### src/sst_pkg.sv
package sst_pkg;

  // Limits
  localparam int MAX_DEPTH = 64;
  localparam int MAX_NODES = 65536;
  localparam int MAX_CHARS = 16777216;

  localparam int DEPTH_W = $clog2(MAX_DEPTH + 1);
  localparam int ADDR_W  = $clog2(MAX_DEPTH);
  localparam int NODES_W = $clog2(MAX_NODES + 1);
  localparam int POS_W   = $clog2(MAX_CHARS + 1);

  // Field widths fixed by the result format
  localparam int CHAR_W  = 21;
  localparam int KIND_W  = 3;
  localparam int NODE_W  = 16;
  localparam int PAR_W   = 17;
  localparam int START_W = 24;
  localparam int END_W   = 25;
  localparam int CNT_W   = 17;

  // Result queue
  localparam int FIFO_DEPTH = 4;
  localparam int FIFO_PTR_W = $clog2(FIFO_DEPTH);
  localparam int FIFO_CNT_W = $clog2(FIFO_DEPTH + 1);

  // Event kinds
  localparam logic [KIND_W-1:0] EV_OPEN      = 3'd0;
  localparam logic [KIND_W-1:0] EV_CLOSE     = 3'd1;
  localparam logic [KIND_W-1:0] EV_ATOM_CHAR = 3'd2;
  localparam logic [KIND_W-1:0] EV_ATOM_END  = 3'd3;
  localparam logic [KIND_W-1:0] EV_FINISH    = 3'd4;

  localparam logic signed [PAR_W-1:0] PARENT_ROOT = -17'sd1;

  // Characters
  localparam logic [CHAR_W-1:0] CH_TAB   = 21'h09;
  localparam logic [CHAR_W-1:0] CH_LF    = 21'h0A;
  localparam logic [CHAR_W-1:0] CH_CR    = 21'h0D;
  localparam logic [CHAR_W-1:0] CH_SP    = 21'h20;
  localparam logic [CHAR_W-1:0] CH_QUOTE = 21'h22;
  localparam logic [CHAR_W-1:0] CH_LP    = 21'h28;
  localparam logic [CHAR_W-1:0] CH_RP    = 21'h29;
  localparam logic [CHAR_W-1:0] CH_SEMI  = 21'h3B;
  localparam logic [CHAR_W-1:0] CH_BSL   = 21'h5C;
  localparam logic [CHAR_W-1:0] CH_N     = 21'h6E;
  localparam logic [CHAR_W-1:0] CH_R     = 21'h72;
  localparam logic [CHAR_W-1:0] CH_T     = 21'h74;

  typedef enum logic [3:0] {
    MODE_BETWEEN = 4'b0001,
    MODE_COMMENT = 4'b0010,
    MODE_BARE    = 4'b0100,
    MODE_QUOTED  = 4'b1000
  } mode_t;

  typedef struct packed {
    logic [KIND_W-1:0]       event_kind;
    logic [NODE_W-1:0]       node;
    logic signed [PAR_W-1:0] parent;
    logic [START_W-1:0]      start_pos;
    logic [END_W-1:0]        end_pos;
    logic [CHAR_W-1:0]       value;
    logic                    quoted;
    logic                    is_head;
    logic                    ok;
    logic [CNT_W-1:0]        node_count;
    logic                    last;
  } res_t;

  // Stack entry: node index and its head-still-empty flag
  typedef struct packed {
    logic [NODE_W-1:0] node;
    logic              he;
  } stk_t;

  // Up to two results per request
  typedef struct packed {
    logic [1:0] n;
    res_t       r0;
    res_t       r1;
  } core_push_t;

endpackage

### src/sst_stream_if.sv
interface sst_in_if import sst_pkg::*; ();
  logic              valid;
  logic              ready;
  logic              func;
  logic [CHAR_W-1:0] character;

  modport source (output valid, output func, output character, input ready);
  modport sink   (input valid, input func, input character, output ready);
endinterface

interface sst_out_if import sst_pkg::*; ();
  logic                    valid;
  logic                    ready;
  logic [KIND_W-1:0]       event_kind;
  logic [NODE_W-1:0]       node;
  logic signed [PAR_W-1:0] parent;
  logic [START_W-1:0]      start_pos;
  logic [END_W-1:0]        end_pos;
  logic [CHAR_W-1:0]       value;
  logic                    quoted;
  logic                    is_head;
  logic                    ok;
  logic [CNT_W-1:0]        node_count;
  logic                    last;

  modport source (
    output valid, output event_kind, output node, output parent, output start_pos,
    output end_pos, output value, output quoted, output is_head, output ok,
    output node_count, output last, input ready
  );
  modport sink (
    input valid, input event_kind, input node, input parent, input start_pos,
    input end_pos, input value, input quoted, input is_head, input ok,
    input node_count, input last, output ready
  );
endinterface

### src/sst_ram.sv
module sst_ram #(
  parameter int WIDTH = 8,
  parameter int DEPTH = 16
) (
  input  logic                     clk,
  input  logic                     we,
  input  logic [$clog2(DEPTH)-1:0] waddr,
  input  logic [WIDTH-1:0]         wdata,
  input  logic [$clog2(DEPTH)-1:0] raddr,
  output logic [WIDTH-1:0]         rdata
);

  logic [WIDTH-1:0] mem_r [DEPTH];

  always_ff @(posedge clk) begin
    if (we) begin
      mem_r[waddr] <= wdata;
    end
    rdata <= mem_r[raddr];
  end

endmodule

### src/sst_core.sv
module sst_core
  import sst_pkg::*;
(
  input  logic              clk,
  input  logic              rst_n,
  input  logic              acc,
  input  logic              func,
  input  logic [CHAR_W-1:0] character,
  output core_push_t        push
);

  logic [POS_W-1:0]   pos_r, pos_nxt;
  mode_t              mode_r, mode_nxt;
  logic               esc_r, esc_nxt;
  logic [START_W-1:0] astart_r, astart_nxt;
  logic               anon_r, anon_nxt;
  logic [DEPTH_W-1:0] depth_r, depth_nxt;
  logic [NODE_W-1:0]  top_node_r, top_node_nxt;
  logic               top_he_r, top_he_nxt;
  logic [NODES_W-1:0] nodes_r, nodes_nxt;
  logic               err_r, err_nxt;
  logic               byp_r, byp_nxt;
  stk_t               byp_wd_r;

  logic [$bits(stk_t)-1:0] ram_rdata;
  stk_t               below;
  stk_t               st_wdata;
  logic               st_we;
  logic [DEPTH_W-1:0] dm1, rd_depth, rd_tmp;

  res_t       r0, r1, ae, ac, bres, fin;
  logic [1:0] n;
  logic       bvalid, go_between, blank, delim;
  logic [CHAR_W-1:0] decoded;

  // Entry just below the top: RAM read of depth-2, or the entry pushed last cycle
  assign below = byp_r ? byp_wd_r : stk_t'(ram_rdata);

  assign dm1      = depth_r - DEPTH_W'(1);
  assign rd_depth = acc ? depth_nxt : depth_r;
  assign rd_tmp   = rd_depth - DEPTH_W'(2);

  sst_ram #(
    .WIDTH ($bits(stk_t)),
    .DEPTH (MAX_DEPTH)
  ) u_stack (
    .clk   (clk),
    .we    (acc && st_we),
    .waddr (dm1[ADDR_W-1:0]),
    .wdata (st_wdata),
    .raddr (rd_tmp[ADDR_W-1:0]),
    .rdata (ram_rdata)
  );

  assign byp_nxt = acc && st_we;

  always_comb begin
    blank = character inside {CH_SP, CH_TAB, CH_CR, CH_LF};
    delim = blank || character == CH_LP || character == CH_RP || character == CH_SEMI;

    case (character)
      CH_N:    decoded = CH_LF;
      CH_R:    decoded = CH_CR;
      CH_T:    decoded = CH_TAB;
      default: decoded = character;
    endcase

    ae            = '0;
    ae.event_kind = EV_ATOM_END;
    ae.node       = top_node_r;
    ae.start_pos  = astart_r;
    ae.end_pos    = pos_r;
    ae.is_head    = top_he_r;
    ae.node_count = nodes_r;

    ac            = '0;
    ac.event_kind = EV_ATOM_CHAR;
    ac.node       = top_node_r;
    ac.start_pos  = astart_r;
    ac.value      = character;
    ac.is_head    = top_he_r;
    ac.node_count = nodes_r;

    fin            = '0;
    fin.event_kind = EV_FINISH;
    fin.node_count = nodes_r;
    fin.ok = !err_r && depth_r == '0 && nodes_r != '0 && mode_r != MODE_QUOTED;

    pos_nxt      = pos_r;
    mode_nxt     = mode_r;
    esc_nxt      = esc_r;
    astart_nxt   = astart_r;
    anon_nxt     = anon_r;
    depth_nxt    = depth_r;
    top_node_nxt = top_node_r;
    top_he_nxt   = top_he_r;
    nodes_nxt    = nodes_r;
    err_nxt      = err_r;
    st_we        = 1'b0;
    st_wdata     = '{node: top_node_r, he: top_he_r};
    r0           = '0;
    r1           = '0;
    n            = 2'd0;
    bres         = '0;
    bvalid       = 1'b0;
    go_between   = 1'b0;

    if (func) begin
      if (!err_r && mode_r == MODE_BARE) begin
        r0 = ae;
        r1 = fin;
        n  = 2'd2;
      end else begin
        r0 = fin;
        n  = 2'd1;
      end
      pos_nxt    = '0;
      mode_nxt   = MODE_BETWEEN;
      esc_nxt    = 1'b0;
      astart_nxt = '0;
      anon_nxt   = 1'b0;
      depth_nxt  = '0;
      nodes_nxt  = '0;
      err_nxt    = 1'b0;
    end else if (!err_r) begin
      if (pos_r >= POS_W'(MAX_CHARS)) begin
        err_nxt = 1'b1;
      end else begin
        pos_nxt = pos_r + POS_W'(1);
        case (mode_r)
          MODE_COMMENT: begin
            if (character == CH_LF) mode_nxt = MODE_BETWEEN;
          end
          MODE_BARE: begin
            if (delim) begin
              r0 = ae;
              n  = 2'd1;
              if (top_he_r && anon_r) top_he_nxt = 1'b0;
              mode_nxt   = MODE_BETWEEN;
              go_between = 1'b1;
            end else begin
              r0       = ac;
              n        = 2'd1;
              anon_nxt = 1'b1;
            end
          end
          MODE_QUOTED: begin
            if (esc_r) begin
              esc_nxt   = 1'b0;
              r0        = ac;
              r0.value  = decoded;
              r0.quoted = 1'b1;
              n         = 2'd1;
              anon_nxt  = 1'b1;
            end else if (character == CH_BSL) begin
              esc_nxt = 1'b1;
            end else if (character == CH_QUOTE) begin
              r0         = ae;
              r0.end_pos = pos_r + POS_W'(1);
              r0.quoted  = 1'b1;
              n          = 2'd1;
              if (top_he_r && anon_r) top_he_nxt = 1'b0;
              mode_nxt   = MODE_BETWEEN;
            end else begin
              r0        = ac;
              r0.quoted = 1'b1;
              n         = 2'd1;
              anon_nxt  = 1'b1;
            end
          end
          default: go_between = 1'b1;
        endcase

        if (go_between && !blank) begin
          if (character == CH_SEMI) begin
            mode_nxt = MODE_COMMENT;
          end else if (character == CH_LP) begin
            if (depth_r >= DEPTH_W'(MAX_DEPTH) || nodes_r >= NODES_W'(MAX_NODES)) begin
              err_nxt = 1'b1;
            end else begin
              bres.event_kind = EV_OPEN;
              bres.node       = nodes_r[NODE_W-1:0];
              bres.parent     = (depth_r != '0) ? $signed({1'b0, top_node_r}) : PARENT_ROOT;
              bres.start_pos  = pos_r[START_W-1:0];
              bres.node_count = CNT_W'(nodes_r + NODES_W'(1));
              bvalid          = 1'b1;
              // old top moves into the RAM with its possibly updated head flag
              st_wdata     = '{node: top_node_r, he: top_he_nxt};
              st_we        = depth_r != '0;
              top_node_nxt = nodes_r[NODE_W-1:0];
              top_he_nxt   = 1'b1;
              depth_nxt    = depth_r + DEPTH_W'(1);
              nodes_nxt    = nodes_r + NODES_W'(1);
            end
          end else if (character == CH_RP) begin
            if (depth_r == '0) begin
              err_nxt = 1'b1;
            end else begin
              bres.event_kind = EV_CLOSE;
              bres.node       = top_node_r;
              bres.end_pos    = pos_r + POS_W'(1);
              bres.node_count = nodes_r;
              bvalid          = 1'b1;
              top_node_nxt    = below.node;
              top_he_nxt      = below.he;
              depth_nxt       = dm1;
            end
          end else if (depth_r == '0) begin
            err_nxt = 1'b1;
          end else begin
            astart_nxt = pos_r[START_W-1:0];
            esc_nxt    = 1'b0;
            if (character == CH_QUOTE) begin
              mode_nxt = MODE_QUOTED;
              anon_nxt = 1'b0;
            end else begin
              mode_nxt       = MODE_BARE;
              bres           = ac;
              bres.start_pos = pos_r[START_W-1:0];
              bvalid         = 1'b1;
              anon_nxt       = 1'b1;
            end
          end
        end

        if (bvalid) begin
          if (n == 2'd0) begin
            r0 = bres;
            n  = 2'd1;
          end else begin
            r1 = bres;
            n  = 2'd2;
          end
        end
      end
    end

    if (n == 2'd1) begin
      r0.last = 1'b1;
    end else if (n == 2'd2) begin
      r1.last = 1'b1;
    end
  end

  always_comb begin
    push.n  = acc ? n : 2'd0;
    push.r0 = r0;
    push.r1 = r1;
  end

  always_ff @(posedge clk) begin
    if (!rst_n) begin
      pos_r    <= '0;
      mode_r   <= MODE_BETWEEN;
      esc_r    <= 1'b0;
      astart_r <= '0;
      anon_r   <= 1'b0;
      depth_r  <= '0;
      nodes_r  <= '0;
      err_r    <= 1'b0;
      byp_r    <= 1'b0;
    end else begin
      byp_r <= byp_nxt;
      if (acc) begin
        pos_r    <= pos_nxt;
        mode_r   <= mode_nxt;
        esc_r    <= esc_nxt;
        astart_r <= astart_nxt;
        anon_r   <= anon_nxt;
        depth_r  <= depth_nxt;
        nodes_r  <= nodes_nxt;
        err_r    <= err_nxt;
      end
    end
  end

  always_ff @(posedge clk) begin
    byp_wd_r <= st_wdata;
    if (acc) begin
      top_node_r <= top_node_nxt;
      top_he_r   <= top_he_nxt;
    end
  end

endmodule

### src/sst_out_fifo.sv
module sst_out_fifo
  import sst_pkg::*;
(
  input  logic       clk,
  input  logic       rst_n,
  input  core_push_t push,
  output logic       room,
  output logic       head_valid,
  output res_t       head,
  input  logic       pop
);

  res_t                  mem_r [FIFO_DEPTH];
  logic [FIFO_PTR_W-1:0] wp_r, wp_nxt, rp_r, rp_nxt, wp1;
  logic [FIFO_CNT_W-1:0] cnt_r, cnt_nxt;
  logic                  do_pop;

  assign do_pop     = pop && head_valid;
  assign head_valid = cnt_r != '0;
  assign head       = mem_r[rp_r];
  // a request can bring two results
  assign room       = cnt_r <= FIFO_CNT_W'(FIFO_DEPTH - 2);

  assign wp1     = wp_r + FIFO_PTR_W'(1);
  assign wp_nxt  = wp_r + FIFO_PTR_W'(push.n);
  assign rp_nxt  = rp_r + FIFO_PTR_W'(do_pop);
  assign cnt_nxt = cnt_r + FIFO_CNT_W'(push.n) - FIFO_CNT_W'(do_pop);

  always_ff @(posedge clk) begin
    if (!rst_n) begin
      wp_r  <= '0;
      rp_r  <= '0;
      cnt_r <= '0;
    end else begin
      wp_r  <= wp_nxt;
      rp_r  <= rp_nxt;
      cnt_r <= cnt_nxt;
    end
  end

  always_ff @(posedge clk) begin
    if (push.n != 2'd0) begin
      mem_r[wp_r] <= push.r0;
    end
    if (push.n == 2'd2) begin
      mem_r[wp1] <= push.r1;
    end
  end

endmodule

### src/sexpr_stream_tokenizer.sv
// Channel   Dir  Payload                                             Accept
// in_chan   in   func, character                                     valid & ready
// out_chan  out  event_kind, node, parent, start_pos, end_pos,       valid & ready
//                value, quoted, is_head, ok, node_count, last
//
// One request per cycle while in_chan.ready is high; each is parsed in
// the cycle it is accepted and its results (up to two) land in a 4-entry
// result queue, one leaving per cycle while out_chan.ready is high.
// in_chan.ready drops while the queue has fewer than two free entries.
// Open-node stack is a 64-entry RAM with the top held in registers.
// Reset is synchronous; the stack RAM is not cleared.
module sexpr_stream_tokenizer
  import sst_pkg::*;
(
  input logic       clk,
  input logic       rst_n,
  sst_in_if.sink    in_chan,
  sst_out_if.source out_chan
);

  logic       acc;
  logic       room;
  core_push_t push;
  res_t       head;

  assign in_chan.ready = room;
  assign acc           = in_chan.valid && room;

  sst_core u_core (
    .clk       (clk),
    .rst_n     (rst_n),
    .acc       (acc),
    .func      (in_chan.func),
    .character (in_chan.character),
    .push      (push)
  );

  sst_out_fifo u_fifo (
    .clk        (clk),
    .rst_n      (rst_n),
    .push       (push),
    .room       (room),
    .head_valid (out_chan.valid),
    .head       (head),
    .pop        (out_chan.ready)
  );

  assign out_chan.event_kind = head.event_kind;
  assign out_chan.node       = head.node;
  assign out_chan.parent     = head.parent;
  assign out_chan.start_pos  = head.start_pos;
  assign out_chan.end_pos    = head.end_pos;
  assign out_chan.value      = head.value;
  assign out_chan.quoted     = head.quoted;
  assign out_chan.is_head    = head.is_head;
  assign out_chan.ok         = head.ok;
  assign out_chan.node_count = head.node_count;
  assign out_chan.last       = head.last;

endmodule

### src/flat_wrapper.sv
// flat-port wrapper written by rule: the top's interface ports become plain ports
module sexpr_stream_tokenizer_flat import sst_pkg::*;
  (clk, rst_n, in_chan_valid, in_chan_func, in_chan_character, in_chan_ready, out_chan_valid, out_chan_event_kind, out_chan_node, out_chan_parent, out_chan_start_pos, out_chan_end_pos, out_chan_value, out_chan_quoted, out_chan_is_head, out_chan_ok, out_chan_node_count, out_chan_last, out_chan_ready);
  sst_in_if in_chan_i ();
  sst_out_if out_chan_i ();
  input logic clk;
  input logic rst_n;
  input wire logic [$bits(in_chan_i.valid)-1:0] in_chan_valid;
  input wire logic [$bits(in_chan_i.func)-1:0] in_chan_func;
  input wire logic [$bits(in_chan_i.character)-1:0] in_chan_character;
  output wire logic [$bits(in_chan_i.ready)-1:0] in_chan_ready;
  output wire logic [$bits(out_chan_i.valid)-1:0] out_chan_valid;
  output wire logic [$bits(out_chan_i.event_kind)-1:0] out_chan_event_kind;
  output wire logic [$bits(out_chan_i.node)-1:0] out_chan_node;
  output wire logic [$bits(out_chan_i.parent)-1:0] out_chan_parent;
  output wire logic [$bits(out_chan_i.start_pos)-1:0] out_chan_start_pos;
  output wire logic [$bits(out_chan_i.end_pos)-1:0] out_chan_end_pos;
  output wire logic [$bits(out_chan_i.value)-1:0] out_chan_value;
  output wire logic [$bits(out_chan_i.quoted)-1:0] out_chan_quoted;
  output wire logic [$bits(out_chan_i.is_head)-1:0] out_chan_is_head;
  output wire logic [$bits(out_chan_i.ok)-1:0] out_chan_ok;
  output wire logic [$bits(out_chan_i.node_count)-1:0] out_chan_node_count;
  output wire logic [$bits(out_chan_i.last)-1:0] out_chan_last;
  input wire logic [$bits(out_chan_i.ready)-1:0] out_chan_ready;
  assign in_chan_i.valid = in_chan_valid;
  assign in_chan_i.func = in_chan_func;
  assign in_chan_i.character = in_chan_character;
  assign in_chan_ready = in_chan_i.ready;
  assign out_chan_valid = out_chan_i.valid;
  assign out_chan_event_kind = out_chan_i.event_kind;
  assign out_chan_node = out_chan_i.node;
  assign out_chan_parent = out_chan_i.parent;
  assign out_chan_start_pos = out_chan_i.start_pos;
  assign out_chan_end_pos = out_chan_i.end_pos;
  assign out_chan_value = out_chan_i.value;
  assign out_chan_quoted = out_chan_i.quoted;
  assign out_chan_is_head = out_chan_i.is_head;
  assign out_chan_ok = out_chan_i.ok;
  assign out_chan_node_count = out_chan_i.node_count;
  assign out_chan_last = out_chan_i.last;
  assign out_chan_i.ready = out_chan_ready;
  sexpr_stream_tokenizer u_core (.clk(clk), .rst_n(rst_n), .in_chan(in_chan_i), .out_chan(out_chan_i));
endmodule
### config.mk
export PLATFORM = sky130hd
export DESIGN_NAME = sexpr_stream_tokenizer_flat
export DESIGN_NICKNAME = d
export VERILOG_FILES = /design/src/sst_pkg.sv /design/src/sst_stream_if.sv /design/src/sst_ram.sv /design/src/sst_core.sv /design/src/sst_out_fifo.sv /design/src/sexpr_stream_tokenizer.sv /design/src/flat_wrapper.sv
export SDC_FILE = /design/constraint.sdc
export NUM_CORES = 2
export LEC_CHECK = 0
export ABC_CLOCK_PERIOD_IN_PS = 11200
export BUFFER_PORTS_ARGS = -buffer_cell sky130_fd_sc_hd__buf_4
export CORE_ASPECT_RATIO = 1.4
export CORE_UTILIZATION = 45
export DETAILED_ROUTE_END_ITERATION = 10
export PLACE_DENSITY = 0.58
export SLEW_MARGIN = 20
export SYNTH_ARGS = -nofsm -noshare
export SYNTH_HDL_FRONTEND = slang
export SYNTH_SLANG_ARGS = --single-unit
### constraint.sdc
create_clock -name clk -period 11.2 [get_ports clk]
set_input_delay 2.24 -clock clk [delete_from_list [all_inputs] [get_ports clk]]
set_output_delay 2.24 -clock clk [all_outputs]
set_load 0.1 [all_outputs]
After elaboration in Yosys (flattened, before gate mapping)
Memory sizes are Yosys's and may differ from the RTL's. A register that Yosys moved wholly into a read port is not among the register bits.
Index checks and enable logic that the tools add are counted.
Widths: inputs -> output; s select.
{"block": "word_totals", "elab_cells": 278, "register_bits": 122, "mem_bits_rw": 1596, "n_memories": 2, "output_inout_bits": 129, "in_bits": 26}
{"name": "u_core.u_core.u_stack.mem_r", "words": 64, "width": 17, "read_ports": 1, "rd_clocked_by_memory_dff": 1, "wr": 1, "line_no": "sst_ram.sv:13", "source": "logic [WIDTH-1:0] mem_r [DEPTH];"}
{"name": "u_core.u_fifo.mem_r", "words": 4, "width": 127, "read_ports": 1, "rd_clocked_by_memory_dff": 1, "wr": 2, "line_no": "sst_out_fifo.sv:13", "source": "res_t mem_r [FIFO_DEPTH];"}
{"block": "classes", "addsub": 10, "n_lt_le_gt_ge": 4, "muxes": 183, "reduce_logical": 31, "bitwise_logic": 4, "n_eq_ne": 28}
{"cell": "$mux 127", "count": 14}
{"cell": "$mux 126", "count": 4}
{"cell": "$pmux 126 s2", "count": 1}
{"cell": "$mux 125", "count": 2}
{"cell": "$mux 17", "count": 14}
{"cell": "$mux 24", "count": 9}
{"cell": "$mux 25", "count": 5}
{"cell": "$eq 21x6->1 const B", "count": 5}
{"cell": "$eq 21x7->1 const B", "count": 4}
{"cell": "$mux 1", "count": 84}
{"cell": "$mux 7", "count": 10}
{"cell": "$mux 16", "count": 4}
{"cell": "$eq 21x4->1 const B", "count": 3}
{"cell": "$pmux 21 s3", "count": 1}
{"cell": "$mux 60", "count": 1}
{"cell": "$mux 57", "count": 1}
{"cell": "$mux 4", "count": 14}
{"cell": "$mux 49", "count": 1}
{"cell": "$mux 41", "count": 1}
{"cell": "$add 25x1->25 const B", "count": 1}
{"cell": "$ge 25x25->1 const B", "count": 1}
{"cell": "$mux 2", "count": 11}
{"cell": "$mux 18", "count": 1}
{"cell": "$ne 2x2->1 const B", "count": 9}
{"cell": "37 further kinds", "count": 59}

Logic depth before layout (Yosys ltp)
{"block": "logic_depth", "depth_word": 23, "depth_mapped": 25, "ltp_nobuf": 17}

Cells and area by module
Synthesis repeated with hierarchy kept, for this count alone.
{"block": "hier_totals", "cells_unflattened": 4566, "hier_area_um2": 76878.7}
{"module": "sst_ram", "instances": 1, "area_each_um2": 42117.9, "cells_each": 1875, "seq_area_each_um2": 33011.7}
{"module": "sst_out_fifo", "instances": 1, "area_each_um2": 25021.5, "cells_each": 1274, "seq_area_each_um2": 15394.8}
{"module": "sst_core", "instances": 1, "area_each_um2": 9733.1, "cells_each": 1416, "seq_area_each_um2": 2472.4}
{"module": "sexpr_stream_tokenizer", "instances": 1, "area_each_um2": 6.3, "cells_each": 1, "seq_area_each_um2": 0.0}

Least setup slack after synthesis
OpenSTA, ideal clock, no wires.
{"block": "synth_timing", "path_kind": "input port to flip-flop", "startpoint": "input in_chan_character[9]", "endpoint": "memory u_core.u_fifo.mem_r[1][0] (netlist bit) (enable)", "path_slack_ps": 2194, "stages": 16, "path_buffers": 4, "setup_ps": 1095, "required_ps": 10105, "arrival_ps": 7911, "path_cell_list": "nor4_2 and4_1 buf_2 nand3_1 nor3_2 o21a_1 ha_1 nand2_1 a21boi_0 nor2_1 nor2_1 or2_2 clkbuf_1 clkbuf_1 buf_1 nand2_1"}
{"item": "from (decl)", "line_no": "flat_wrapper.sv:10", "source": "input wire logic [$bits(in_chan_i.character)-1:0] in_chan_character;"}
{"item": "to (decl)", "line_no": "sst_out_fifo.sv:13"}

Worst setup path after layout
{"block": "layout_timing", "startpoint": "input in_chan_character[17]", "endpoint": "register u_core.u_core.u_stack.rdata[10], read port of u_core.u_core.u_stack.mem_r"}
{"block": "layout_via", "elab_chain_cells": 17, "elab_cells_between_ends": 27, "classes_between": "1 x add/sub; 7 x eq/ne; 13 x mux; 6 x reduce/logical"}
{"item": "$eq 21x6->1 or $eq 21x4->1 (tied branches)", "line_no": "sst_core.sv:58", "source": "blank = character inside {CH_SP, CH_TAB, CH_CR, CH_LF};"}
{"item": "$reduce_bool 4->1", "line_no": "sst_core.sv:58"}
{"item": "$logic_or 1x1->1 (3 in a row)", "line_no": "sst_core.sv:59", "source": "delim = blank || character == CH_LP || character == CH_RP || character == CH_SEMI;"}
{"item": "$mux 1", "line_no": "sst_core.sv:135", "source": "if (delim) begin"}
{"item": "$pmux 1 s2", "line_no": "sst_core.sv:130", "source": "case (mode_r)"}
{"item": "$mux 1", "line_no": "sst_core.sv:126", "source": "if (pos_r >= POS_W'(MAX_CHARS)) begin"}
{"item": "$mux 1", "line_no": "sst_core.sv:125", "source": "end else if (!err_r) begin"}
{"item": "$mux 1", "line_no": "sst_core.sv:108", "source": "if (func) begin"}
{"item": "$logic_and 1x1->1", "line_no": "sst_core.sv:174", "source": "if (go_between && !blank) begin"}
{"item": "$mux 7 *", "line_no": "sst_core.sv:174"}
{"item": "$mux 7 *", "line_no": "sst_core.sv:126"}
{"item": "$mux 7 *", "line_no": "sst_core.sv:125"}
{"item": "$mux 7 *", "line_no": "sst_core.sv:108"}
{"item": "$mux 7 *"}
{"item": "$sub 6x2->6 *", "line_no": "sst_core.sv:41", "source": "assign rd_tmp = rd_depth - DEPTH_W'(2);"}
{"item": "to (decl)", "line_no": "sst_ram.sv:10", "source": "output logic [WIDTH-1:0] rdata"}
Mark *: on every way between the ends. The rest lies on a longest branch, timed or not. The select of a mux whose other input is x is not followed.
A chain may end at the register's enable or synchronous reset.

==> flow_summary.json <==
{
  "initial_core_util": 0.4530,
  "cts_made_buffers": 168,
  "fill_cells": 13910,
  "grt_pass1_wl_um": 336400,
  "pwr_density_cell_nw_per_um2": 180.0,
  "worstSetupPathType": "primary input to register",
  "pre_cts_ws_ps": 2610,
  "die_h_um": 485.8,
  "async_flop_share": 0,
  "gr-usage-all-layers": 0.2725,
  "clk_latency_ps": 830,
  "synth_top_area_share": 0.6421,
  "vias": 48600,
  "power_frac_seq": 0.468,
  "yosysMostFrequentCell": "edfxtp_1",
  "wl_per_cell_um": 30.68,
  "post-route-drc-count": 0,
  "clock-root-buffer": "clkbuf_16",
  "cts_max_level": 4,
  "synth.top_cells.by_count": "edfxtp_1, nand2_1, nor2_1, clkbuf_1, a22o_1",
  "drt_iter0_drc": 5199,
  "yosys.area.top_type": "edfxtp_1",
  "slew_viol_final": 0,
  "placed_cell_area_sq_um": 79220,
  "chipWidth_um": 347.6,
  "clockPowerShare": 0.375,
  "die-area_sq_um": 168900,
  "grt_use_met2": 0.4697,
  "coreArea_sq_um": 166100,
  "synthCells": 5211,
  "drt_wl_total_um": 233000,
  "ant_nets": 0,
  "netlist_area_sq_um": 75250,
  "dp_hpwl_um": 143300,
  "p_sw_frac": 0.2885,
  "maxSlewHeadroom": 0.2070,
  "clk_pin_slew_worst_paths_ps": 60,
  "holdCritPathClass": "register to register",
  "rsz0062_at_grt": "no",
  "intPower_mw": 10.85,
  "fmax_ghz": 0.1292,
  "design_area_sq_um": 84710,
  "ir_drop_mv": 0.1716,
  "antenna_found_initial": 7,
  "use_met3": 0.03717,
  "gp_congestion": 0.9179,
  "ys_seq_area_frac": 0.6756,
  "placementRows": 177,
  "grt_max_degree": 135,
  "drive_above_1_share": 0.1649,
  "cts_tree": "done",
  "synthFlopType": "edfxtp_1",
  "p_leak_nw": 26.96,
  "ios": 155,
  "syn_nets": 5252,
  "grt-busiest-layer": "met2",
  "synth_area_leaders": "edfxtp_1, mux4_2, dfxtp_1",
  "grt_remaining_overflow": 0,
  "cp.required_ps": 11890,
  "ys_ff_latch": 1735,
  "clock-sinks": 1735,
  "vias_per_cell": 6.400,
  "cts_resized": 0,
  "yosysUniqueCellTypes": 91,
  "drv_cap": 0,
  "numPortBuffers": 154,
  "p_sw_mw": 4.399,
  "yosys_warnings": 0,
  "clock_skew_ps": 32.07,
  "cts.path.max_buffers": 3,
  "fin_nets": 5342,
  "syn_to_final_growth_pct": 12.58,
  "synth_edf_count": 1609,
  "setup_slack_ps": 3463,
  "fin_crit_ps": 7737,
  "crit_fanout": 95,
  "fin_crit_sh": 0.6908,
  "use_met1": 0.3253,
  "hold_viol": 0,
  "combPwrFrac": 0.157,
  "status": "finished clean",
  "cts_hold_buf": 0,
  "grt_pass1_vias": 48160,
  "first_pass_iters": 8,
  "crit_arrival_ps": 8430,
  "tightest_slew_ps": 1187,
  "setup_tns_ps": 0,
  "synth.avg_cell_area_sq_um": 14.44,
  "rrSetupSlack_ps": 4860,
  "end_kind": "register",
  "cts_setup_buffers": 0,
  "finalSetupViolCount": 0,
  "cp-start-kind": "primary input"
}
==> registers in the layout, indices dropped and copies added (netlist names), 16 cells and up <==
register,count
u_core.u_core.u_stack.rdata,17
u_core.u_core.nodes_r,17
u_core.u_core.top_node_r,16
u_core.u_core.byp_wd_r,17
u_core.u_core.pos_r,25
u_core.u_core.astart_r,24
u_core.u_core.u_stack.mem_r,1088
u_core.u_fifo.mem_r,508
==> cells in the final DEF, fill, tap and decap left out, types with 118 or more instances in the layout <==
cell	synthesis	final
edfxtp_1	1609	1609
nand2_1	453	449
buf_4	10	345
nor2_1	330	317
a22o_1	254	254
o22ai_1	229	229
mux4_2	218	218
a21oi_1	175	173
clkbuf_16	0	170
mux2i_1	168	168
o21ai_0	159	157
dfxtp_1	126	124
a22oi_1	118	118
==> critical path, cell delays in order <==
cell and delay [ps]:
buf_4 130, nor4_2 730, and4_1 610, a31oi_1 210, nor2_1 650, a31o_4 430
inv_2 330, ha_4 600, buf_12 450, mux4_2 420, mux2i_1 590, o22ai_1 240
or4_1 570
==> worst paths after layout <==
| check | endpoint | start | cells past startpoint |
|---|---|---|---|
| min reg2reg | u_core.u_fifo.mem_r[3][20]$_SDFFE_PP0N_ | u_core.u_fifo.mem_r[3][20]$_SDFFE_PP0N_ | 2 |
| max | u_core.u_core.u_stack.rdata[10]$_DFF_P_ | in_chan_character[17] | 13 |
| min | u_core.u_fifo.mem_r[3][20]$_SDFFE_PP0N_ | u_core.u_fifo.mem_r[3][20]$_SDFFE_PP0N_ | 2 |
| max reg2reg | u_core.u_core.u_stack.rdata[4]$_DFF_P_ | u_core.u_core.depth_r[0]$_SDFF_PN0_ | 17 |
==> power by group through the flow <==
stage                     sequential [mW]  clock [mW]  combinational, mW
after global placement               7.27           0               2.42
after global routing                 7.14        6.00               2.47
final                                7.14        5.71               2.40
after floorplan                      7.24           0               1.88
after CTS                            7.14        5.79               2.42
after detailed placement             7.28           0               2.42
==> stage by stage <==
step / cells / utilization / total power [mW] / hold slack [ps]
after floorplan: 5211 / - / 9.122 / 433.1
after global placement: 7279 / 0.4769 / 9.688 / 445.3
after detailed placement: 7279 / 0.4769 / 9.693 / 449.9
after CTS: 7589 / 0.5099 / 15.35 / 459.1
after global routing: 7592 / 0.5100 / 15.61 / 485.3
final: 7593 / 0.5100 / 15.25 / 458.6
==> final cells by class <==
cell class	instances	area, sq um	share of cell area
Multi-Input combinational cell	3019	22840	0.2697
Inverter	24	90.09	0.001063
Clock inverter	89	918.4	0.01084
Tap cell	2148	2688	0.03173
Clock buffer	221	4566	0.05390
Timing Repair Buffer	353	2750	0.03246
Antenna cell	4	10.01	0.0001182
Sequential cell	1735	50850	0.6002
==> cells by family after synthesis <==
logic type	share of synthesized area
xor+xnor	0.004423
compound gates	0.1263
fa+ha+maj	0.002594
simple gates	0.07845
flops	0.6756
buf+inv	0.02496
mux	0.08760
==> routing by layer <==
layer	wire, um	part of all wire	vias to the layer above
met1	85510	0.37	24890
met4	14500	0.062	8
met5	49	0.00021	-
met3	15330	0.066	484
li1	-	-	21030
met2	117600	0.50	2186
No activity file was read; power rests on OpenSTA's default activity.
